## config.mk

```make
export PLATFORM = sky130hd
export DESIGN_NAME = lrc_frame_receiver
export DESIGN_NICKNAME = d
export VERILOG_FILES = /design/src/sv/lrc_pkg.sv /design/src/sv/lrc_cfg_regs.sv /design/src/sv/lrc_frame_receiver.sv
export SDC_FILE = /design/constraint.sdc
export NUM_CORES = 1
export LEC_CHECK = 0
export BUFFER_PORTS_ARGS = -buffer_cell sky130_fd_sc_hd__buf_2
export CORE_MARGIN = 2
export CORE_UTILIZATION = 40
export DETAILED_ROUTE_END_ITERATION = 10
export GPL_ROUTABILITY_DRIVEN = 0
export GPL_TIMING_DRIVEN = 1
export HOLD_SLACK_MARGIN = 0.1
export SLEW_MARGIN = 15
export SYNTH_ARGS = -nofsm -noshare
export SYNTH_HDL_FRONTEND = slang
export SYNTH_HIERARCHICAL = 1
export SYNTH_SLANG_ARGS = --single-unit
```

## constraint.sdc

```tcl
create_clock -name clk -period 5.05 [get_ports clk]
set_input_delay 1.01 -clock clk [delete_from_list [all_inputs] [get_ports clk]]
set_output_delay 1.01 -clock clk [all_outputs]
set_load 0.02 [all_outputs]
```

## src/sv/lrc_pkg.sv

```systemverilog
// Shared types and constants for the LRC frame receiver.
// No dependencies; used by lrc_cfg_regs and lrc_frame_receiver.
package lrc_pkg;

    localparam logic [7:0] START_BYTE = 8'hAA;
    localparam logic [7:0] END_BYTE   = 8'h0E;

    localparam logic [7:0] MIN_LENGTH_RESET  = 8'd3;
    localparam logic [7:0] MAX_COMMAND_RESET = 8'd15;

    // Register index, taken from paddr[2]
    localparam logic CFG_MIN_LENGTH  = 1'b0;
    localparam logic CFG_MAX_COMMAND = 1'b1;

    // Input op codes
    localparam logic OP_BYTE  = 1'b0;
    localparam logic OP_REARM = 1'b1;

    // Result kinds
    localparam logic KIND_PAYLOAD = 1'b0;
    localparam logic KIND_FINISH  = 1'b1;

    typedef enum logic [2:0] {
        ST_OK      = 3'd0,
        ST_LEN_ERR = 3'd1,
        ST_CMD_ERR = 3'd2,
        ST_LRC_ERR = 3'd3,
        ST_EOP_ERR = 3'd4
    } status_t;

    typedef struct packed {
        logic [7:0] min_length;
        logic [7:0] max_command;
    } lrc_cfg_t;

endpackage

```

## src/sv/lrc_cfg_regs.sv

```systemverilog
// APB register block for the LRC frame receiver: min_length and max_command.
// Depends on lrc_pkg.
module lrc_cfg_regs
(
    input  logic              clk,
    input  logic              rst_n,
    input  logic              psel,
    input  logic              penable,
    input  logic              pwrite,
    input  logic [2:0]        paddr,
    input  logic [31:0]       pwdata,
    output logic [31:0]       prdata,
    output logic              pready,
    output lrc_pkg::lrc_cfg_t cfg
);

    logic [7:0] min_length_reg;
    logic [7:0] max_command_reg;
    logic       wr_en;

    assign pready = 1'b1;
    assign wr_en  = psel && penable && pwrite && pready;

    always_ff @(posedge clk or negedge rst_n)
    begin
        if (!rst_n)
        begin
            min_length_reg  <= lrc_pkg::MIN_LENGTH_RESET;
            max_command_reg <= lrc_pkg::MAX_COMMAND_RESET;
        end
        else if (wr_en)
        begin
            unique case (paddr[2])
                lrc_pkg::CFG_MIN_LENGTH:  min_length_reg  <= pwdata[7:0];
                lrc_pkg::CFG_MAX_COMMAND: max_command_reg <= pwdata[7:0];
                default: ;
            endcase
        end
    end

    always_comb
    begin
        prdata = 32'd0;
        unique case (paddr[2])
            lrc_pkg::CFG_MIN_LENGTH:  prdata = {24'd0, min_length_reg};
            lrc_pkg::CFG_MAX_COMMAND: prdata = {24'd0, max_command_reg};
            default: prdata = 32'd0;
        endcase
    end

    assign cfg.min_length  = min_length_reg;
    assign cfg.max_command = max_command_reg;

endmodule

```

## src/sv/lrc_frame_receiver.sv

```systemverilog
// Top level of the LRC frame receiver: input register, deframing state, result register.
// Depends on lrc_pkg and lrc_cfg_regs.

// Takes one request per clock while the output does not stall: each byte or
// rearm request is captured in an input register; when the result register
// can advance, the deframer state is updated and any result (payload byte or
// frame-finished status) is loaded into the result register at that edge.
// s_axis_tready is low only while both the input register and the result
// register are full and m_axis_tready is low. Frames are AA AA LENG CMD
// ID_HI ID_LO payload LRC 0E with LENG - min_length payload bytes; after a
// good frame the receiver ignores bytes until a rearm request.
module lrc_frame_receiver
(
    input  logic        clk,
    input  logic        rst_n,
    // APB configuration
    input  logic        psel,
    input  logic        penable,
    input  logic        pwrite,
    input  logic [2:0]  paddr,
    input  logic [31:0] pwdata,
    output logic [31:0] prdata,
    output logic        pready,
    // byte stream in
    input  logic        s_axis_tvalid,
    output logic        s_axis_tready,
    input  logic [7:0]  s_axis_tdata,   // [7:0] rx_byte
    input  logic [0:0]  s_axis_tuser,   // [0] op
    // result stream out
    output logic        m_axis_tvalid,
    input  logic        m_axis_tready,
    output logic [47:0] m_axis_tdata,   // [2:0] status, [10:3] command,
                                        // [11] command_valid, [27:12] target_id,
                                        // [35:28] frame_length,
                                        // [43:36] payload_byte, [47:44] zero
    output logic [0:0]  m_axis_tuser    // [0] kind
);

    typedef enum logic [3:0] {
        PH_SOP1 = 4'd0,
        PH_SOP2 = 4'd1,
        PH_LENG = 4'd2,
        PH_CMD  = 4'd3,
        PH_IDHI = 4'd4,
        PH_IDLO = 4'd5,
        PH_DATA = 4'd6,
        PH_LRC  = 4'd7,
        PH_EOP  = 4'd8
    } phase_t;

    lrc_pkg::lrc_cfg_t cfg;

    lrc_cfg_regs u_cfg
    (
        .clk     (clk),
        .rst_n   (rst_n),
        .psel    (psel),
        .penable (penable),
        .pwrite  (pwrite),
        .paddr   (paddr),
        .pwdata  (pwdata),
        .prdata  (prdata),
        .pready  (pready),
        .cfg     (cfg)
    );

    // input stage
    logic       in_valid_reg;
    logic       in_op_reg;
    logic [7:0] in_byte_reg;

    // deframer state
    phase_t      phase_reg,      phase_next;
    logic [7:0]  lrc_reg,        lrc_next;
    logic [7:0]  held_length_reg, held_length_next;
    logic [7:0]  held_command_reg, held_command_next;
    logic [15:0] held_id_reg,    held_id_next;
    logic [7:0]  bytes_left_reg, bytes_left_next;
    logic        frame_done_reg, frame_done_next;

    // result
    logic             res_valid;
    logic             res_kind;
    lrc_pkg::status_t res_status;
    logic [7:0]       res_command;
    logic             res_command_valid;
    logic [15:0]      res_id;
    logic [7:0]       res_length;
    logic [7:0]       res_payload;

    logic        out_valid_reg;
    logic        out_kind_reg;
    logic [47:0] out_data_reg;

    logic       advance;
    logic       in_take;
    logic       do_clear;
    logic [7:0] b;
    logic [7:0] left_dec;

    assign advance       = !out_valid_reg || m_axis_tready;
    assign s_axis_tready = !in_valid_reg || advance;
    assign in_take       = s_axis_tvalid && s_axis_tready;
    assign b             = in_byte_reg;
    assign left_dec      = bytes_left_reg - 8'd1;

    always_ff @(posedge clk or negedge rst_n)
    begin
        if (!rst_n)
        begin
            in_valid_reg <= 1'b0;
        end
        else if (in_take)
        begin
            in_valid_reg <= 1'b1;
        end
        else if (advance)
        begin
            in_valid_reg <= 1'b0;
        end
    end

    always_ff @(posedge clk)
    begin
        if (in_take)
        begin
            in_op_reg   <= s_axis_tuser[0];
            in_byte_reg <= s_axis_tdata;
        end
    end

    always_comb
    begin
        phase_next        = phase_reg;
        lrc_next          = lrc_reg;
        held_length_next  = held_length_reg;
        held_command_next = held_command_reg;
        held_id_next      = held_id_reg;
        bytes_left_next   = bytes_left_reg;
        frame_done_next   = frame_done_reg;
        do_clear          = 1'b0;

        res_valid         = 1'b0;
        res_kind          = lrc_pkg::KIND_FINISH;
        res_status        = lrc_pkg::ST_OK;
        res_command       = held_command_reg;
        res_command_valid = 1'b1;
        res_id            = held_id_reg;
        res_length        = held_length_reg;
        res_payload       = 8'd0;

        if (in_op_reg == lrc_pkg::OP_REARM)
        begin
            do_clear = 1'b1;
        end
        else if (!frame_done_reg)
        begin
            unique case (phase_reg)
                PH_SOP2:
                begin
                    if (b == lrc_pkg::START_BYTE)
                    begin
                        lrc_next   = 8'd0;
                        phase_next = PH_LENG;
                    end
                    else
                    begin
                        phase_next = PH_SOP1;
                    end
                end
                PH_LENG:
                begin
                    if (b < cfg.min_length)
                    begin
                        res_valid         = 1'b1;
                        res_status        = lrc_pkg::ST_LEN_ERR;
                        res_command       = 8'd0;
                        res_command_valid = 1'b0;
                        res_id            = 16'd0;
                        res_length        = b;
                        do_clear          = 1'b1;
                    end
                    else
                    begin
                        held_length_next = b;
                        lrc_next         = lrc_reg ^ b;
                        phase_next       = PH_CMD;
                    end
                end
                PH_CMD:
                begin
                    if (b > cfg.max_command)
                    begin
                        res_valid         = 1'b1;
                        res_status        = lrc_pkg::ST_CMD_ERR;
                        res_command       = 8'd0;
                        res_command_valid = 1'b0;
                        do_clear          = 1'b1;
                    end
                    else
                    begin
                        held_command_next = b;
                        lrc_next          = lrc_reg ^ b;
                        phase_next        = PH_IDHI;
                    end
                end
                PH_IDHI:
                begin
                    held_id_next = {b, 8'd0};
                    lrc_next     = lrc_reg ^ b;
                    phase_next   = PH_IDLO;
                end
                PH_IDLO:
                begin
                    held_id_next = {held_id_reg[15:8], b};
                    lrc_next     = lrc_reg ^ b;
                    // payload count follows min_length as it stands now
                    if (held_length_reg > cfg.min_length)
                    begin
                        bytes_left_next = held_length_reg - cfg.min_length;
                        phase_next      = PH_DATA;
                    end
                    else
                    begin
                        bytes_left_next = 8'd0;
                        phase_next      = PH_LRC;
                    end
                end
                PH_DATA:
                begin
                    lrc_next        = lrc_reg ^ b;
                    bytes_left_next = left_dec;
                    if (left_dec == 8'd0)
                    begin
                        phase_next = PH_LRC;
                    end
                    res_valid   = 1'b1;
                    res_kind    = lrc_pkg::KIND_PAYLOAD;
                    res_payload = b;
                end
                PH_LRC:
                begin
                    if (b != lrc_reg)
                    begin
                        res_valid  = 1'b1;
                        res_status = lrc_pkg::ST_LRC_ERR;
                        do_clear   = 1'b1;
                    end
                    else
                    begin
                        phase_next = PH_EOP;
                    end
                end
                PH_EOP:
                begin
                    res_valid = 1'b1;
                    if (b != lrc_pkg::END_BYTE)
                    begin
                        res_status = lrc_pkg::ST_EOP_ERR;
                        do_clear   = 1'b1;
                    end
                    else
                    begin
                        frame_done_next = 1'b1;
                    end
                end
                default:
                begin
                    // first start byte, also any unused phase code
                    phase_next = (b == lrc_pkg::START_BYTE) ? PH_SOP2 : PH_SOP1;
                end
            endcase
        end

        if (do_clear)
        begin
            phase_next        = PH_SOP1;
            lrc_next          = 8'd0;
            held_length_next  = 8'd0;
            held_command_next = 8'd0;
            held_id_next      = 16'd0;
            bytes_left_next   = 8'd0;
            frame_done_next   = 1'b0;
        end
    end

    always_ff @(posedge clk or negedge rst_n)
    begin
        if (!rst_n)
        begin
            phase_reg        <= PH_SOP1;
            lrc_reg          <= 8'd0;
            held_length_reg  <= 8'd0;
            held_command_reg <= 8'd0;
            held_id_reg      <= 16'd0;
            bytes_left_reg   <= 8'd0;
            frame_done_reg   <= 1'b0;
        end
        else if (in_valid_reg && advance)
        begin
            phase_reg        <= phase_next;
            lrc_reg          <= lrc_next;
            held_length_reg  <= held_length_next;
            held_command_reg <= held_command_next;
            held_id_reg      <= held_id_next;
            bytes_left_reg   <= bytes_left_next;
            frame_done_reg   <= frame_done_next;
        end
    end

    always_ff @(posedge clk or negedge rst_n)
    begin
        if (!rst_n)
        begin
            out_valid_reg <= 1'b0;
        end
        else if (advance)
        begin
            out_valid_reg <= in_valid_reg && res_valid;
        end
    end

    always_ff @(posedge clk)
    begin
        if (advance && in_valid_reg && res_valid)
        begin
            out_kind_reg <= res_kind;
            out_data_reg <= {4'd0, res_payload, res_length, res_id,
                             res_command_valid, res_command, res_status};
        end
    end

    assign m_axis_tvalid   = out_valid_reg;
    assign m_axis_tuser[0] = out_kind_reg;
    assign m_axis_tdata    = out_data_reg;

    // payload bytes only come from a frame with a legal command and no error
    assert property (@(posedge clk) disable iff (!rst_n)
        m_axis_tvalid && (m_axis_tuser[0] == lrc_pkg::KIND_PAYLOAD)
        |-> (m_axis_tdata[2:0] == lrc_pkg::ST_OK) && m_axis_tdata[11]
            && (m_axis_tdata[43:36] == m_axis_tdata[43:36]) && (m_axis_tdata[47:44] == 4'd0))
        else $error("payload result with error status or no command");

    // a payload phase always has bytes still to come
    assert property (@(posedge clk) disable iff (!rst_n)
        (phase_reg == PH_DATA) |-> (bytes_left_reg != 8'd0))
        else $error("payload phase with zero byte count");

    // a good frame parks the parser on its end byte
    assert property (@(posedge clk) disable iff (!rst_n)
        frame_done_reg |-> (phase_reg == PH_EOP))
        else $error("frame done outside end-of-frame phase");

    // length errors never carry a command or an ID
    assert property (@(posedge clk) disable iff (!rst_n)
        m_axis_tvalid && (m_axis_tdata[2:0] == lrc_pkg::ST_LEN_ERR)
        |-> !m_axis_tdata[11] && (m_axis_tdata[27:12] == 16'd0)
            && (m_axis_tdata[10:3] == 8'd0))
        else $error("length error result carries frame fields");

    // a rearm request always leaves the parser cleared
    assert property (@(posedge clk) disable iff (!rst_n)
        in_valid_reg && advance && (in_op_reg == lrc_pkg::OP_REARM)
        |=> (phase_reg == PH_SOP1) && !frame_done_reg && (lrc_reg == 8'd0))
        else $error("rearm did not clear the parser");

endmodule
```

* Word-level counts from Yosys, hierarchy flattened
Cells that the tools add are included.
Widths: inputs -> output; s select.
** Word-level totals
- Word-level logic and storage cells :: 157
- Bits of input ports :: 51
- Flip-flop bits (word level) :: 125
- Output and inout bits :: 84
** Operators by class
- Equality and inequality tests :: 22
- Bitwise gates (word level) :: 3
- Order comparisons :: 3
- Reduce and logical (&&, ||, !) cells :: 32
- $add $sub $neg :: 2
- Multiplexer cells :: 77
** Operator list (count)
- $mux 8 :: 28
- $mux 16 :: 7
- $pmux 32 s2 :: 1
- $pmux 16 s2 :: 1
- $pmux 4 s8 :: 1
- $pmux 8 s2 :: 2
- $pmux 8 s4 :: 1
- $mux 4 :: 7
- $mux 1 :: 21
- $eq 4x3->1 const B :: 4
- $gt 8x8->1 :: 2
- $ne 3x3->1 const B :: 5
- $reduce_and 5->1 :: 3
- $pmux 3 s4 :: 1
- $eq 4x2->1 const B :: 2
- $eq 8x8->1 const B :: 1
- $logic_not 8->1 :: 1
- $lt 8x8->1 :: 1
- $ne 2x2->1 const B :: 4
- $ne 8x4->1 const B :: 1
- $ne 8x8->1 :: 1
- $pmux 1 s4 :: 2
- $reduce_and 4->1 :: 2
- $reduce_and 8->1 :: 1
- 20 further kinds :: 39

* Depth between registers and ports, before layout
Gate-level depths: netlist of run 1.
- Depth after elaboration :: 7
- Gate-level depth with buffers :: 12
- Gate-level depth less buffers :: 11

* Modules after synthesis
Netlist of run 1, hierarchy kept.
** By module, submodules not included
- lrc_frame_receiver :: sequential area each 2997.9 sq um, area an instance 5771.8 sq um, cells each 499, times used 1
- lrc_cfg_regs :: sequential area each 407.9 sq um, area an instance 929.6 sq um, cells each 70, times used 1

* Least setup slack after synthesis of run 1
Ideal clock, no wire load.
- Kind :: register to register
- From :: reg u_cfg.min_length_reg[1]
- To :: reg out_data_reg[0], in the netlist m_axis_tdata[0], enable pin
- Buffers on the path :: 0
- Library setup time :: 0.505 ns
- Path slack :: -0.314 ns
- Data arrival time :: 4.859 ns
- Required time :: 4.545 ns
- Stages on the path, launching flop included :: 9
- Period minus slack after synthesis :: 5.364 ns
- Cell sequence :: dfstp_2 > inv_1 > ha_1 > a211o_1 > a31oi_1 > o311a_1 > a21oi_4 > and4_1 > nor3_1
** Between the ends
- Word-level cells in the longest chain between the ends :: 6
** Ends and longest elaborated chain
- start: declaration :: line lrc_cfg_regs.sv:17 : logic [7:0] min_length_reg;
- start signal: assignment :: line lrc_cfg_regs.sv:28 : min_length_reg <= lrc_pkg::MIN_LENGTH_RESET;
- start signal: assignment :: line lrc_cfg_regs.sv:34 : lrc_pkg::CFG_MIN_LENGTH: min_length_reg <= pwdata[7:0];
- $lt 8x8->1 :: line lrc_frame_receiver.sv:173 : if (b < cfg.min_length)
- $mux 1 :: line lrc_frame_receiver.sv:173
- $pmux 1 s4 :: line lrc_frame_receiver.sv:158 : unique case (phase_reg)
- $mux 1 :: line lrc_frame_receiver.sv:156 : else if (!frame_done_reg)
- $mux 1 :: line lrc_frame_receiver.sv:152 : if (in_op_reg == lrc_pkg::OP_REARM)
- $logic_and 1x1->1 :: line lrc_frame_receiver.sv:325 : if (advance && in_valid_reg && res_valid)
- end signal: assignment :: line lrc_frame_receiver.sv:328 : out_data_reg <= {4'd0, res_payload, res_length, res_id,
- end: declaration :: line lrc_frame_receiver.sv:93 : logic [47:0] out_data_reg;
Every way passes these cells.
A chain may end at the register's enable or synchronous reset.

* Worst setup path in the final report of run 1
- From :: reg in_byte_reg[2], in the netlist b[2]
- To :: reg out_data_reg[0], in the netlist m_axis_tdata[0], enable pin
** Between the ends
- Word-level cells in the longest chain between the ends :: 6
- Elaborated cells between the ends (all ways) :: 10
- Classes of those cells :: order compare: 2; eq/ne: 1; mux: 6; reduce/logical: 1
** Ends and longest elaborated chain
- start: declaration :: line lrc_frame_receiver.sv:70 : logic [7:0] in_byte_reg;
- start signal: assignment :: line lrc_frame_receiver.sv:128 : in_byte_reg <= s_axis_tdata;
- $gt 8x8->1, or another cell as far along :: line lrc_frame_receiver.sv:192 : if (b > cfg.max_command)
- $mux 1, on equally long branches :: line lrc_frame_receiver.sv:192, lrc_frame_receiver.sv:173, lrc_frame_receiver.sv:243
- $pmux 1 s4 (*) :: line lrc_frame_receiver.sv:158
- $mux 1 (*) :: line lrc_frame_receiver.sv:156
- $mux 1 (*) :: line lrc_frame_receiver.sv:152
- $logic_and 1x1->1 (*) :: line lrc_frame_receiver.sv:325
Mark *: on every way between the ends. The rest lies on a longest branch, timed or not.

==> impl_metrics.ini, run 1 <==
[layout]
fin_area_mm2 = 0.00780
largest_reg_flops = 44
instances_no_fill = 880
nNetsFinal = 724
final_cell_mix = buf_2 (79), dfrtp_1 (65), edfxtp_1 (54), mux2_2 (33)
antenna_cells = 0
final_common_cell = buf_2
syn_to_final_growth_pct = 16.5
fill_cells = 1516
drive_above_1_share_pct = 27.1

[synth]
ys.flop_type = dfrtp_1
synth_area_per_cell_um2 = 11.8
async_reset_ff_share_pct = 56.8
synth_edf_count = 54
yosys_register_bits = 125
synthTopCellsByArea = dfrtp_1 (24%), edfxtp_1 (24%), mux2_2 (5.5%)
netlist-cell-type-count = 75
yosys_warnings = 6
synth_top_area_share_pct = 24.3
synthesis.area_mm2 = 0.00670
yosysSeqAreaShare_pct = 50.8
syn_inst = 569
yosys.area.top_type = dfrtp_1

[global_routing]
antenna_found_initial = 0
grt_pass1_wl_um = 24500
grt_max_degree = 41
grt_usage_pct = 17.8
grt_pass1_vias = 4636
grt_overflow_total = 0

[clocking]
clock_path_buffers = 2
clk_pin_slew_ps = 60
cts_buffers = 17
cts_setup_buffers = 0
cts_hold_buf = 0
cts_root_buf = clkbuf_16
tritoncts = yes
cts_resized = 0
worstSkewPairLatency_ps = 420
htree_levels = 4
cts_sinks = 125

[pwr]
total_leakage_power_nw = 3.42
pwr_density_cell_mw_per_mm2 = 476
vdd_drop_max_uv = 332
p_total_mw = 3.71

[floorplanning]
core_mm2 = 0.0165
start_util_pct = 40.7
die_y_um = 133
num_rows = 47
dieArea_mm2 = 0.0178
die_w_um = 133
num_io_pins = 135

[sta]
rsz0062_at_grt = false
setup_viol = 0
worst_slack_ps = 1560
period_share_pct = 69.0
setup_tns_ps = 0
worst-slew-pin-transition_ps = 954
fmax_mhz = 287
fin_skew_ps = 8.88
fin_crit_ps = 3490
finalHoldViolations = 0
slew_headroom_pct = 36.4
maxSlewViolCount = 0

[setup_path]
crit_arrival_ps = 3600
worstSetupEndpointType = register
start_kind = register
worstSetupPathType = reg2reg
critical_path.max_fanout = 37
required_ps = 5160

[status]
status = finished, final reports clean

[drt]
routed_wl_um = 15000
drtAntennaViolNets = 0
drcViolationCount = 0
viasPerCell = 5.23
drt_iter0_drc = 242
via_count = 4606
dr.pass1.iters = 5
wl_per_cell_um = 17.0

[placed_design]
postPlaceCellArea_mm2 = 0.00720
port_buffers = 79
place_ws_ps = 1550
place_hpwl_um = 10700
dp.cells = 848

[worst_hold_path]
hp-class = reg2reg

[job]
maxCapViolCount = 0
## report_power, final
part,internal [mW],switching (mW)
clock network,0.790,0.453
registers,1.23,0.143
logic,0.439,0.653
## cell type report
type	count	area (um2)	area share (%)
multi-input combinational	385	2940	37.7
timing repair buffer	85	453	5.80
clock inverter	13	164	2.10
sequential	125	3410	43.6
tap	220	275	3.53
clock buffer	19	443	5.67
inverter	33	124	1.59
## path summary, 6_finish.rpt
kind                                startpoint                       end  slack (ps)  cells after the start
max in group asynchronous                rst_n  u_cfg/max_command_reg[0]        3400                      2
hold / removal             held_command_reg[0]       held_command_reg[0]         490                      1
setup reg to reg                          b[2]           m_axis_tdata[0]        1560                      8
hold reg to reg            held_command_reg[0]       held_command_reg[0]         490                      1
setup / recovery                          b[2]           m_axis_tdata[0]        1560                      8
min in group asynchronous                rst_n   u_cfg/min_length_reg[5]         660                      1
## logic make-up after synthesis
logic type               count (synthesis)  share of synthesized area (%)
AO/OA/AOI/OAI                          114                           13.5
XOR/XNOR                                19                           2.48
adder cells (fa/ha/maj)                 26                           4.97
buffers and inverters                   85                           6.93
flip-flops                             125                           50.8
multiplexers                            34                           5.69
other                                    3                          0.168
AND/OR/NAND/NOR                        163                           15.4
## per-stage QoR
step                      hold slack (ps)  utilization (%)
final                                 492             47.4
after global routing                  519             47.4
after CTS                             498             47.4
after detailed placement              483             43.7
after global placement                481             43.7
after floorplan                       464                -
## synth_stat cells, types with 3 or more instances
cell and count:
and3_1 9, a31oi_1 3, buf_4 30, ha_1 25
nor4_2 3, a211o_1 9, nor4b_1 4, nand3_1 9
and2_1 10, clkbuf_1 6, o211ai_1 3, edfxtp_1 54
nand2_1 20, nor3b_1 9, xor2_1 11, dfrtp_1 65
a21oi_1 18, xnor2_1 8, o21ai_0 12, nand4_1 5
conb_1 3, o22ai_1 3, a22o_1 32, nor4_1 5
nand2b_1 8, nor2b_1 22, mux2_2 33, a21o_1 7
nor2_1 26, buf_2 14, nor3_1 11, and4_1 3
inv_1 32, o31ai_1 3, dfstp_2 6
## critical path, cell delays in order (launching register included)
cell      delay [ps]
edfxtp_1         780
ha_1             360
a211o_1          250
a31oi_1          150
o311a_1          330
a21oi_4          140
and4_1           260
nor3_4           590
buf_12           300
## routing by layer
| metal | vias to the layer above | GRT usage (%) | wire length [um] |
|---|---|---|---|
| met5 | - | 0 | 0 |
| met4 | 0 | 7.51 | 364 |
| met3 | 31 | 4.34 | 886 |
| met2 | 179 | 27.2 | 6810 |
| met1 | 2204 | 24.2 | 6920 |
| li1 | 2192 | - | - |
(Power assumes the default switching activity.)
==> inputs of run 2 (changes only) <==
- ABC_AREA: default -> 1
- clock period: 5.05 -> 3.1 ns (I/O delays scaled with it)
==> impl_metrics.ini, run 2 <==
[status]
status = finished, final reports clean

[synth]
ys_top_cells_by_count = nand2_1 (288), inv_1 (83), nor2_1 (69), dfrtp_1 (65), nand4_1 (60)
synth_area_per_cell_um2 = 8.28
yosys_register_bits = 125
synthTopCellsByArea = dfrtp_1 (24%), edfxtp_1 (24%), nand2_1 (16%)
yosys.area.top_type = dfrtp_1
synth_top_area_share_pct = 23.9
synth_most_common_cell = nand2_1
async_reset_ff_share_pct = 56.8
yosysSeqAreaShare_pct = 50.0
synth_edf_count = 54
netlist-cell-type-count = 36
synthesis.area_mm2 = 0.00681
yosys_warnings = 6
syn_inst = 822
ys.flop_type = dfrtp_1

[clocking]
cts_hold_buf = 0
htree_levels = 4
cts_resized = 0
cts_root_buf = clkbuf_16
worstSkewPairLatency_ps = 430
cts_buffers = 17
cts_setup_buffers = 0
clock_path_buffers = 2
cts_sinks = 125
clk_pin_slew_ps = 60
tritoncts = yes

[global_routing]
antenna_found_initial = 0
grt_pass1_vias = 5068
grt_overflow_total = 0
grt_usage_pct = 18.4
grt_max_degree = 46
grt_pass1_wl_um = 25900

[layout]
drive_above_1_share_pct = 16.9
largest_reg_flops = 44
final_cell_mix = nand2_1 (288), inv_1 (83), buf_2 (79), nor2_1 (68), dfrtp_1 (65)
instances_no_fill = 1144
fin_area_mm2 = 0.00805
fill_cells = 1630
final_common_cell = nand2_1
nNetsFinal = 988
syn_to_final_growth_pct = 18.3
antenna_cells = 0
multi_input_area_mm2 = 0.00282
regArea_mm2 = 0.00341

[drt]
dr.pass1.iters = 5
via_count = 5499
viasPerCell = 4.81
drtAntennaViolNets = 0
routed_wl_um = 15900
drcViolationCount = 0
drt_iter0_drc = 387
wl_per_cell_um = 13.9

[setup_path]
required_ps = 3210
start_kind = register
crit_start = b[7]
endpoint = m_axis_tdata[30]
reg2reg_slack_ps = 430
critical_path.max_fanout = 45
worstSetupPathType = reg2reg
r2r_cells = 11
r2r-end = m_axis_tdata[30]
reg2reg_from = b[7]
worstSetupEndpointType = register
crit_arrival_ps = 2780

[floorplanning]
core_mm2 = 0.0166
num_rows = 47
num_io_pins = 135
start_util_pct = 41.1
dieArea_mm2 = 0.0181
die_w_um = 134
die_y_um = 134

[sta]
fin_skew_ps = 7.11
whs_ps = 226
slew_headroom_pct = 55.5
fin_crit_ps = 2670
setup_tns_ps = 0
period_share_pct = 86.2
setup_viol = 0
fmax_mhz = 374
maxSlewViolCount = 0
finalHoldViolations = 0
rsz0062_at_grt = false
worst-slew-pin-transition_ps = 665

[pwr]
total_leakage_power_nw = 4.05
p_total_mw = 4.62
pwr_density_cell_mw_per_mm2 = 573
vdd_drop_max_uv = 390

[placed_design]
port_buffers = 79
dp.cells = 1112
place_hpwl_um = 11300
postPlaceCellArea_mm2 = 0.00740

[job]
maxCapViolCount = 0

[worst_hold_path]
hp-class = in2async
## run 2: changes by cell type after synthesis, sizes merged, moves of 8 or more
| cell | change |
|---|---|
| nand2 | +269 |
| inv | +63 |
| nand4 | +55 |
| nor2 | +43 |
| nand3 | +34 |
| mux2 | -33 |
| a22o | -32 |
| nor2b | -22 |
| and2 | -10 |
| a211o | -9 |
| and3 | -9 |
| nor3 | -9 |
| nor3b | -9 |
| nand2b | -8 |
## run 2: final cells by class
| cell class | instances | share of cell area (%) |
|---|---|---|
| Inverter | 96 | 4.47 |
| Timing Repair Buffer | 93 | 6.68 |
| Sequential cell | 125 | 42.3 |
| Clock inverter | 13 | 2.63 |
| Clock buffer | 19 | 5.50 |
| Tap cell | 220 | 3.42 |
| Multi-Input combinational cell | 578 | 35.0 |
## run 2: cells by family (layout without fill, tap and decap cells)
kind of cell | Yosys count | after routing | share of synthesized area (%)
and+or+nand+nor | 474 | 474 | 29.9
muxes | 4 | 4 | 0.588
other | 3 | 29 | 0.165
xor gates and xnor gates | 7 | 7 | 0.901
buffers and inverters | 145 | 221 | 10.3
AOI/OAI and AO/OA | 38 | 38 | 3.22
DFF | 125 | 125 | 50.0
adders and majority gates | 26 | 26 | 4.89
## run 2: power breakdown
group	internal [mW]	total (mW)	switching [mW]
registers	1.78	1.84	0.0582
logic	0.184	0.570	0.386
clock network	1.45	2.21	0.754
total	3.42	4.62	1.20
## run 2: worst min path at each step
stage / start / end / slack, ps
detailed placement: held_command_reg[5] / held_command_reg[5] / 470
finish: rst_n / bytes_left_reg[2] / 230
global placement: u_cfg/max_command_reg[2] / u_cfg/max_command_reg[2] / 460
global route: rst_n / u_cfg/min_length_reg[7] / 270
CTS: rst_n / u_cfg/min_length_reg[4] / 240
floorplan: rst_n / bytes_left_reg[0] / 320
## run 2: per-layer routing
metal	global-route usage (%)	part of all wire (%)	vias up
met2	29.2	47	152
met4	6.61	1.9	0
met3	4.17	4.6	22
met5	0	0	-
met1	24.8	46	2525
li1	-	-	2800
## run 2: worst max-delay path: stages, from the launching register on
cell	delay, ps
edfxtp_1	470
ha_1	340
nand2_1	90
nor2_1	50
nor3_1	420
nand3_2	240
nand3_1	120
inv_1	60
nand3_1	70
nand2_1	110
nor2_4	120
buf_12	230
## run 2: metrics by stage
| step | setup slack [ps] | utilization [%] |
|---|---|---|
| floorplan | 259 | - |
| global placement | 440 | 44.6 |
| detailed placement | 423 | 44.6 |
| CTS | 411 | 48.6 |
| global route | 216 | 48.6 |
| finish | 427 | 48.6 |
==> inputs of run 3 (changes only) <==
- CORE_UTILIZATION: 40 -> 45
- PLACE_DENSITY: default -> 0.7
- clock period: 3.1 -> 2.3 ns (I/O delays scaled with it)
==> impl_metrics.ini, run 3 (synthesis results as in run 2) <==
[status]
status = finished with violations
violations = negative setup slack

[floorplanning]
start_util_pct = 46.5
dieArea_mm2 = 0.0161
num_rows = 44
core_mm2 = 0.0146
num_io_pins = 135
die_y_um = 127
die_w_um = 127

[layout]
drive_above_1_share_pct = 26.1
utilization_pct = 60.6
final_cell_mix = nand2_1 (273), buf_2 (79), inv_1 (77), dfrtp_1 (65), nor2_1 (64)
syn_to_final_growth_pct = 30.4
largest_reg_flops = 44
nNetsFinal = 1056
fin_area_mm2 = 0.00888
final_common_cell = nand2_1
antenna_cells = 0
instances_no_fill = 1176

[global_routing]
antenna_found_initial = 0
grt_pass1_vias = 5567
grt_usage_pct = 21.4
grt_max_degree = 53
grt_overflow_total = 0
grt_pass1_wl_um = 27000

[setup_path]
r2r_cells = 13
worstSetupPathType = reg2reg
crit_arrival_ps = 2560
required_ps = 2440
worstSetupEndpointType = register
start_kind = register
critical_path.max_fanout = 8

[drt]
viasPerCell = 5.09
via_count = 5981
wl_per_cell_um = 15.2
routed_wl_um = 17900
drtAntennaViolNets = 0
drcViolationCount = 0
dr.pass1.iters = 6
drt_iter0_drc = 435

[worst_hold_path]
hp-class = in2reg
min_path_cells = 1

[sta]
worst-slew-pin-transition_ps = 504
finalHoldViolations = 0
rsz0062_at_grt = true
fin_skew_ps = 8.96
slew_headroom_pct = 66.3
period_share_pct = 105
maxSlewViolCount = 0
setup_tns_ps = -6900
fmax_mhz = 414
setup_viol = 97
fin_crit_ps = 2420
worst_slack_ps = -116
whs_ps = 219

[clocking]
htree_levels = 4
worstSkewPairLatency_ps = 420
cts_buffers = 17
clk_pin_slew_ps = 60
clock_path_buffers = 2
cts_root_buf = clkbuf_16
tritoncts = yes
cts_sinks = 125

[pwr]
vdd_drop_max_uv = 495
total_leakage_power_nw = 4.46
p_total_mw = 6.21
pwr_density_cell_mw_per_mm2 = 699

[placed_design]
place_ws_ps = -157
postPlaceCellArea_mm2 = 0.00772
port_buffers = 79
dp.cells = 1120
place_hpwl_um = 11600

[job]
maxCapViolCount = 0
==> run 3: cell types whose count changed in the layout (fill, tap and decap cells not counted), moves of 5 or more <==
cell       before  now
buf_12          3    9
buf_4          11   60
buf_6           0    5
clkbuf_16      17   24
inv_1          83   77
nand2_1       288  273
nand2_2         1   13
==> run 3: area by class of cell <==
type	count	area [um2]
fill	1241	5770
sequential	125	3410
multi-input combinational	578	3010
timing repair buffer	161	1270
clock buffer	21	460
inverter	96	368
tap	184	230
clock inverter	11	133
==> run 3: final timing paths <==
path                       slack [ps]                    start            endpoint
min                               220          s_axis_tdata[0]                b[0]
max in group asynchronous        1110                    rst_n  held_length_reg[2]
max reg2reg                      -120  u_cfg/min_length_reg[5]     m_axis_tdata[8]
min reg2reg                       470           held_id_reg[8]      held_id_reg[8]
max                              -120  u_cfg/min_length_reg[5]     m_axis_tdata[8]
min in group asynchronous         540                    rst_n   bytes_left_reg[1]
==> run 3: repair_timing <==
action,4_1_cts,5_1_grt
endpoints found under the hold margin,13,0
setup endpoints to repair,105,106
gates cloned,1,8
pin swaps,8,25
hold buffers,1,0
setup buffers,10,8
resized for setup,18,41
==> run 3: critical path, cell delays in order, from the launching register on <==
cell	delay [ps]
dfrtp_1	370
inv_1	140
ha_4	230
a21oi_1	180
nor2_1	100
nor3_4	190
nand3_4	120
nand3_2	100
inv_2	60
nand3_2	80
nand2_2	90
nor2_4	150
buf_12	170
clkbuf_16	160
==> run 3: layer usage <==
layer | part of all wire [%] | routed length (um) | up-vias | global-route usage [%]
met5 | 0 | 0 | - | 0
met4 | 4.1 | 736 | 0 | 10.3
met3 | 5.7 | 1020 | 52 | 5.15
met2 | 49 | 8830 | 220 | 35.0
met1 | 41 | 7320 | 2774 | 26.9
li1 | - | - | 2935 | -
==> run 3: power breakdown <==
| group | leakage, nW | internal [mW] | switching, mW |
|---|---|---|---|
| combinational | 2.77 | 0.432 | 0.653 |
| clock | 0.285 | 1.66 | 0.997 |
| sequential | 1.40 | 2.40 | 0.0585 |
| total | 4.46 | 4.50 | 1.71 |
